**src/rtl/core/vrtp_pkg.sv**
```systemverilog
// ----------------------------------------------------------------------------
// vrtp_pkg
// Shared constants, types and helper functions of the vertex rotate,
// translate and project unit.
// ----------------------------------------------------------------------------
package vrtp_pkg;

   // Number formats
   localparam int ANGLE_BITS    = 16;
   localparam int FRACTION_BITS = 8;
   localparam int CENTER_X      = 160;
   localparam int CENTER_Y      = 100;

   localparam int FIELD_W  = 24;               // port coordinate width
   localparam int ANGLE_W  = 16;               // angle register width
   localparam int DIST_W   = 16;               // view distance width
   localparam int TRIG_W   = 16;               // Q14 sine/cosine, signed
   localparam int TRIG_FRAC = 14;
   localparam int ROT_ROUND = 1 << (TRIG_FRAC - 1);

   // quarter turn, added to an angle to get its cosine
   localparam logic [ANGLE_BITS-1:0] QUARTER_TURN = ANGLE_BITS'(1 << (ANGLE_BITS - 2));

   // Quarter-wave polynomial, Q16
   localparam int PHASE_W   = 17;
   localparam int PHASE_ONE = 65536;
   localparam int POLY_A    = 102944;
   localparam int POLY_B    = 42048;
   localparam int POLY_C    = 4640;
   localparam int SINE_LATENCY = 5;
   localparam int SETTLE_W  = $clog2(SINE_LATENCY + 1);

   // Internal datapath widths
   localparam int COORD_W = 32;                           // rotated coordinates
   localparam int PROD_W  = COORD_W + TRIG_W;             // rotation products
   localparam int NUM_W   = COORD_W + DIST_W + 1;         // coord * distance
   localparam int N_W     = NUM_W + FRACTION_BITS + 2;    // dividend
   localparam int D_W     = COORD_W + 1;                  // divisor 2|z|
   localparam int QUO_W   = FIELD_W + 1;                  // quotient bits kept

   localparam int FRONT_STAGES = 10;
   localparam int PIPE_DEPTH   = FRONT_STAGES + QUO_W;

   localparam logic signed [FIELD_W-1:0] FIELD_MAX = {1'b0, {(FIELD_W-1){1'b1}}};
   localparam logic signed [FIELD_W-1:0] FIELD_MIN = {1'b1, {(FIELD_W-1){1'b0}}};

   // Register map
   typedef enum logic [2:0] {
      REG_ANGLE_X,
      REG_ANGLE_Y,
      REG_ANGLE_Z,
      REG_SHIFT_X,
      REG_SHIFT_Y,
      REG_SHIFT_Z,
      REG_VIEW_DIST
   } vrtp_reg_type;

   // Sideband that travels alongside the divider
   typedef struct packed {
      logic                      neg_x;
      logic                      neg_y;
      logic                      ovf_x;
      logic                      ovf_y;
      logic                      visible;
      logic signed [FIELD_W-1:0] depth;
   } vrtp_side_type;

   typedef struct packed {
      logic [N_W-1:0] num_x;
      logic [N_W-1:0] num_y;
      logic [D_W-1:0] den;
      vrtp_side_type  side;
   } vrtp_div_in_type;

   typedef struct packed {
      logic [D_W-1:0]   rem_x;
      logic [D_W-1:0]   rem_y;
      logic [QUO_W-1:0] low_x;
      logic [QUO_W-1:0] low_y;
      logic [QUO_W-1:0] quo_x;
      logic [QUO_W-1:0] quo_y;
      logic [D_W-1:0]   den;
      vrtp_side_type    side;
   } vrtp_div_stage_type;

   typedef struct packed {
      logic [QUO_W-1:0] quo_x;
      logic [QUO_W-1:0] quo_y;
      vrtp_side_type    side;
   } vrtp_div_out_type;

   // (a +/- b) / 2^14 rounded half up
   function automatic logic signed [COORD_W-1:0] rot_sum(
      input logic signed [PROD_W-1:0] a,
      input logic signed [PROD_W-1:0] b,
      input logic                     sub
   );
      logic signed [PROD_W:0] ea;
      logic signed [PROD_W:0] eb;
      logic signed [PROD_W:0] sum;
      ea = (PROD_W+1)'(a);
      eb = (PROD_W+1)'(b);
      if (sub) begin
         sum = ea - eb + (PROD_W+1)'(ROT_ROUND);
      end else begin
         sum = ea + eb + (PROD_W+1)'(ROT_ROUND);
      end
      return COORD_W'(sum >>> TRIG_FRAC);
   endfunction

   // Clamp to the port range
   function automatic logic signed [FIELD_W-1:0] sat_field(
      input logic signed [COORD_W-1:0] v
   );
      logic signed [COORD_W-1:0] hi;
      logic signed [COORD_W-1:0] lo;
      hi = COORD_W'(FIELD_MAX);
      lo = COORD_W'(FIELD_MIN);
      if (v > hi) begin
         return FIELD_MAX;
      end else if (v < lo) begin
         return FIELD_MIN;
      end else begin
         return FIELD_W'(v);
      end
   endfunction

   // Signed quotient plus screen centre, saturated
   function automatic logic signed [FIELD_W-1:0] screen_pos(
      input logic [QUO_W-1:0] quo,
      input logic             neg,
      input logic             ovf,
      input int               center
   );
      logic signed [COORD_W-1:0] r;
      logic signed [COORD_W-1:0] sum;
      r = COORD_W'($signed({1'b0, quo}));
      if (!neg) begin
         r = -r;
      end
      sum = r + COORD_W'(center << FRACTION_BITS);
      if (ovf) begin
         return neg ? FIELD_MAX : FIELD_MIN;
      end else begin
         return sat_field(sum);
      end
   endfunction

endpackage

```
**src/rtl/core/vrtp_sine.sv**
```systemverilog
// ----------------------------------------------------------------------------
// vrtp_sine
// Pipelined Q14 sine of an angle, quarter-wave odd polynomial in Q16.
// ----------------------------------------------------------------------------
module vrtp_sine (
   input  logic                                  clock,
   input  logic [vrtp_pkg::ANGLE_BITS-1:0]       angle,
   output logic signed [vrtp_pkg::TRIG_W-1:0]    sine
);

   logic [1:0]                              quad;
   logic [vrtp_pkg::ANGLE_BITS-3:0]         phase;
   logic [vrtp_pkg::PHASE_W-1:0]            z_in;

   logic [vrtp_pkg::PHASE_W-1:0]            z1_ff, z2_ff, z3_ff;
   logic                                    neg1_ff, neg2_ff, neg3_ff, neg4_ff;
   logic [2*vrtp_pkg::PHASE_W-1:0]          zz1_ff;
   logic [vrtp_pkg::PHASE_W-1:0]            zsq_in, zsq2_ff;
   logic [2*vrtp_pkg::PHASE_W-1:0]          z2c2_ff;
   logic [vrtp_pkg::PHASE_W-1:0]            t_in;
   logic [2*vrtp_pkg::PHASE_W-1:0]          z2t3_ff;
   logic [vrtp_pkg::PHASE_W-1:0]            u_in;
   logic [2*vrtp_pkg::PHASE_W-1:0]          zu4_ff;
   logic [vrtp_pkg::PHASE_W-1:0]            s_in;
   logic [vrtp_pkg::PHASE_W-1:0]            res_in;
   logic signed [vrtp_pkg::TRIG_W-1:0]      mag_in;
   logic signed [vrtp_pkg::TRIG_W-1:0]      sine_in;
   logic signed [vrtp_pkg::TRIG_W-1:0]      sine_ff;

   // quadrant fold to a Q16 phase in [0, 1]
   always_comb begin
      quad  = angle[vrtp_pkg::ANGLE_BITS-1 -: 2];
      phase = angle[vrtp_pkg::ANGLE_BITS-3:0];
      z_in  = vrtp_pkg::PHASE_W'(phase) << (18 - vrtp_pkg::ANGLE_BITS);
      if (quad[0]) begin
         z_in = vrtp_pkg::PHASE_W'(vrtp_pkg::PHASE_ONE) - z_in;
      end
   end

   // polynomial terms, at most one product per stage
   always_comb begin
      zsq_in  = vrtp_pkg::PHASE_W'(zz1_ff >> 16);
      t_in    = vrtp_pkg::PHASE_W'(vrtp_pkg::POLY_B) - vrtp_pkg::PHASE_W'(z2c2_ff >> 16);
      u_in    = vrtp_pkg::PHASE_W'(vrtp_pkg::POLY_A) - vrtp_pkg::PHASE_W'(z2t3_ff >> 16);
      s_in    = vrtp_pkg::PHASE_W'(zu4_ff >> 16);
      res_in  = (s_in + vrtp_pkg::PHASE_W'(2)) >> 2;
      mag_in  = vrtp_pkg::TRIG_W'(res_in);
      sine_in = neg4_ff ? -mag_in : mag_in;
   end

   always_ff @(posedge clock) begin
      z1_ff   <= z_in;
      neg1_ff <= quad[1];
      zz1_ff  <= z_in * z_in;

      z2_ff   <= z1_ff;
      neg2_ff <= neg1_ff;
      zsq2_ff <= zsq_in;
      z2c2_ff <= zsq_in * vrtp_pkg::PHASE_W'(vrtp_pkg::POLY_C);

      z3_ff   <= z2_ff;
      neg3_ff <= neg2_ff;
      z2t3_ff <= zsq2_ff * t_in;

      neg4_ff <= neg3_ff;
      zu4_ff  <= z3_ff * u_in;

      sine_ff <= sine_in;
   end

   assign sine = sine_ff;

endmodule

```
**config.mk**
```make
export PLATFORM = sky130hd
export DESIGN_NAME = vrtp_sine
export DESIGN_NICKNAME = d
export VERILOG_FILES = /design/src/rtl/core/vrtp_pkg.sv /design/src/rtl/core/vrtp_sine.sv
export SDC_FILE = /design/constraint.sdc
export NUM_CORES = 2
export LEC_CHECK = 0
export CORE_ASPECT_RATIO = 1.2
export CORE_UTILIZATION = 40
export CTS_CLUSTER_SIZE = 10
export DETAILED_ROUTE_END_ITERATION = 12
export DONT_BUFFER_PORTS = 1
export SYNTH_ARGS = -nofsm -noshare
export SYNTH_HDL_FRONTEND = slang
export SYNTH_SLANG_ARGS = --single-unit
export TNS_END_PERCENT = 10
```
**constraint.sdc**
```tcl
create_clock -name clock -period 7.8 [get_ports clock]
set_input_delay 0.78 -clock clock [delete_from_list [all_inputs] [get_ports clock]]
set_output_delay 0.78 -clock clock [all_outputs]
set_load 0.05 [all_outputs]
```
==> flow_summary.toml <==
[die]
die_y_um = 293
die-area_mm2 = 0.0715
coreArea_mm2 = 0.0696
start_util = 0.404
row_count = 106
die_w_um = 244
io_pins = 33

[clock_network]
clock-sinks = 146
path_clk_slew_ps = 70
cts_tree = "done"
clock_path_buffers = 2
numCtsBuffers = 17
htreeDepth = 4
insertion_delay_ps = 490
root_buffer = "clkbuf_16"

[worst_setup_path]
endpoint_kind = "flop"
crit_arrival_ps = 7760
crit_fanout = 6
critical_path_class = "flop to flop"
start_kind = "flop"
worstPathRequired_ps = 8210

[grt]
global_route.usage.met1 = 0.211
grt-ovfl-total = 0
use_met2 = 0.326
grt_first_pass_wirelength_mm = 100
grt_util_met3 = 0.0203
grt_usage = 0.174
grt_busiest_layer = "met2"
antenna_found_initial = 1
grt_max_degree = 19
grt_pass1_vias = 20807

[sta]
setup_viol = 0
worst_pin_slew_ps = 1120
drv_slew = 0
whs_ps = 323
clock.fmax_ghz = 0.136
finClkSkew_ps = 21.8
hold_viol_final = 0
rsz0062_at_grt = "no"
post-route-period-util = 0.942
fin_crit_ps = 7350
relSlewSlack = 0.245

[hold_path]
hold_class = "flop to flop"

[yosys]
synth_area_leaders = "fa_1 (39%), ha_1 (16%), dfxtp_1 (10%), inv_1 (10%), nand2_1 (5.0%)"
synth_seq_cells = 146
ys_async_sr_fraction = 0
yosysWarnings = 0
syn_area_mm2 = 0.0282
ys_types = 69
syn_area_per_cell_um2 = 9.15
synth_top_cell_area_share = 0.388
synth_top_area_cell = "fa_1"
synth_top_flop_cell = "dfxtp_1"
synth_cells = 3077
synth-edff-count = 0
seq_area_frac_synth = 0.104

[routing]
drc_errors = 0
wl_per_cell_um = 14.4
dr_total_vias = 19206
totalWireLength_mm = 58.2
drt_iter0_drc = 604
via_per_inst = 4.74
ant_nets = 0
drt-pass1-iter-count = 5

[layout]
layout_commonest_cell = "inv_1"
layout_common_cells = "inv_1 (777), fa_1 (546), nand2_1 (376)"
diodes = 0
nets = 4049
utilization = 0.438
drive_gt1_frac = 0.0489
area_growth_pct = 8.25

[placement]
port_buffers = 0
hpwl_mm = 50.7
gp_congestion = 0.853

[outcome]
outcome = "finished clean"

[flow_run]
maxCapViolCount = 0
path summary, 6_finish.rpt:
check	to	slack, ps	cells past startpoint	startpoint
worst min register to register	z2_ff[7]	320	0	z1_ff[7]
worst max register to register	z2t3_ff[32]	450	27	z2c2_ff[16]
worst min-delay path	z2_ff[7]	320	0	z1_ff[7]
worst max-delay path	z2t3_ff[32]	450	27	z2c2_ff[16]
logic make-up (layout without fill, tap and decap cells):
| group | Yosys count | in the layout | share of synthesized area |
|---|---|---|---|
| DFF | 146 | 146 | 0.104 |
| other | 2 | 10 | 0.000267 |
| xor gates and xnor gates | 130 | 130 | 0.0410 |
| and+or+nand+nor | 839 | 839 | 0.144 |
| buffers and inverters | 861 | 908 | 0.115 |
| muxes | 2 | 2 | 0.000711 |
| adders and majority gates | 913 | 913 | 0.551 |
| AOI/OAI and AO/OA | 184 | 184 | 0.0437 |
flip-flops by register name, summed over array words and instances (netlist names), 14 cells and up:
register	flops
sine	16
z1_ff	14
z2_ff	15
z2c2_ff	14
z2t3_ff	17
z3_ff	15
zsq2_ff	17
zu4_ff	16
zz1_ff	18
routing by layer:
| layer | up-vias | share of wire |
|---|---|---|
| met1 | 9713 | 0.43 |
| met3 | 52 | 0.023 |
| li1 | 9248 | - |
| met5 | - | 0 |
| met2 | 193 | 0.53 |
| met4 | 0 | 0.014 |
critical path, stage by stage, from the launching register on:
cell       delay, ps
dfxtp_1          340
inv_1             60
ha_1             170
nand2_1           80
or3_1            370
a2111o_1         500
a21oi_2          230
xnor2_2          180
buf_4            210
nand2_1           80
fa_1             540
inv_1             50
fa_1             550
fa_1             440
fa_1             460
fa_1             490
inv_1             50
fa_1             470
inv_1             40
ha_1             280
a2111oi_0        390
o21ai_0          200
a21oi_2          190
o21bai_1         130
o2111ai_1        290
a31oi_1          160
a21oi_1          200
xnor2_1          130
per-stage QoR:
step           TNS (ps)  instance area, um2  cells  worst slack, ps
4_1_cts               0               30400   4049              207
3_5_place_dp      -45.2               29800   4017            -45.2
3_3_place_gp          0               29800   4017             5.26
2_1_floorplan         0               28300   3085             2.42
5_1_grt               0               30500   4050             14.9
6_report              0               30500   4050              451
final cells by class:
cell class                      count  area, um2
Sequential cell                   146       2920
Fill cell                        6837      39200
Clock inverter                     15        208
Multi-Input combinational cell   2078      22100
Inverter                          784       2940
Timing Repair Buffer               92        703
Tap cell                          918       1150
Clock buffer                       17        425
what timing repair did:
action	in CTS	in global routing
gates resized for setup	0	11
hold buffers	0	0
buffers inserted	0	1
setup endpoints to repair	0	13
Yosys cell counts (all sizes together) (3+ instances only):
master / instances
nor3: 19
ha: 367
inv: 780
and3: 10
o31ai: 8
or3: 9
and4: 4
nand2: 376
and2: 197
fa: 546
o21ai: 41
a211oi: 7
buf: 4
nand3: 18
o31a: 5
o41ai: 4
xor2: 49
a31oi: 6
nor2: 98
nand3b: 3
dfxtp: 146
o21a: 10
o211ai: 5
clkinv: 4
xnor2: 81
a21oi: 51
nor2b: 60
a2111oi: 7
clkbuf: 73
o21bai: 8
a21o: 6
nand2b: 22
o22ai: 3
nand4: 8
a21boi: 4
or4: 3
Power is not shown: default switching activity piles up to over one toggle a cycle in this logic, so the estimate is an artifact.
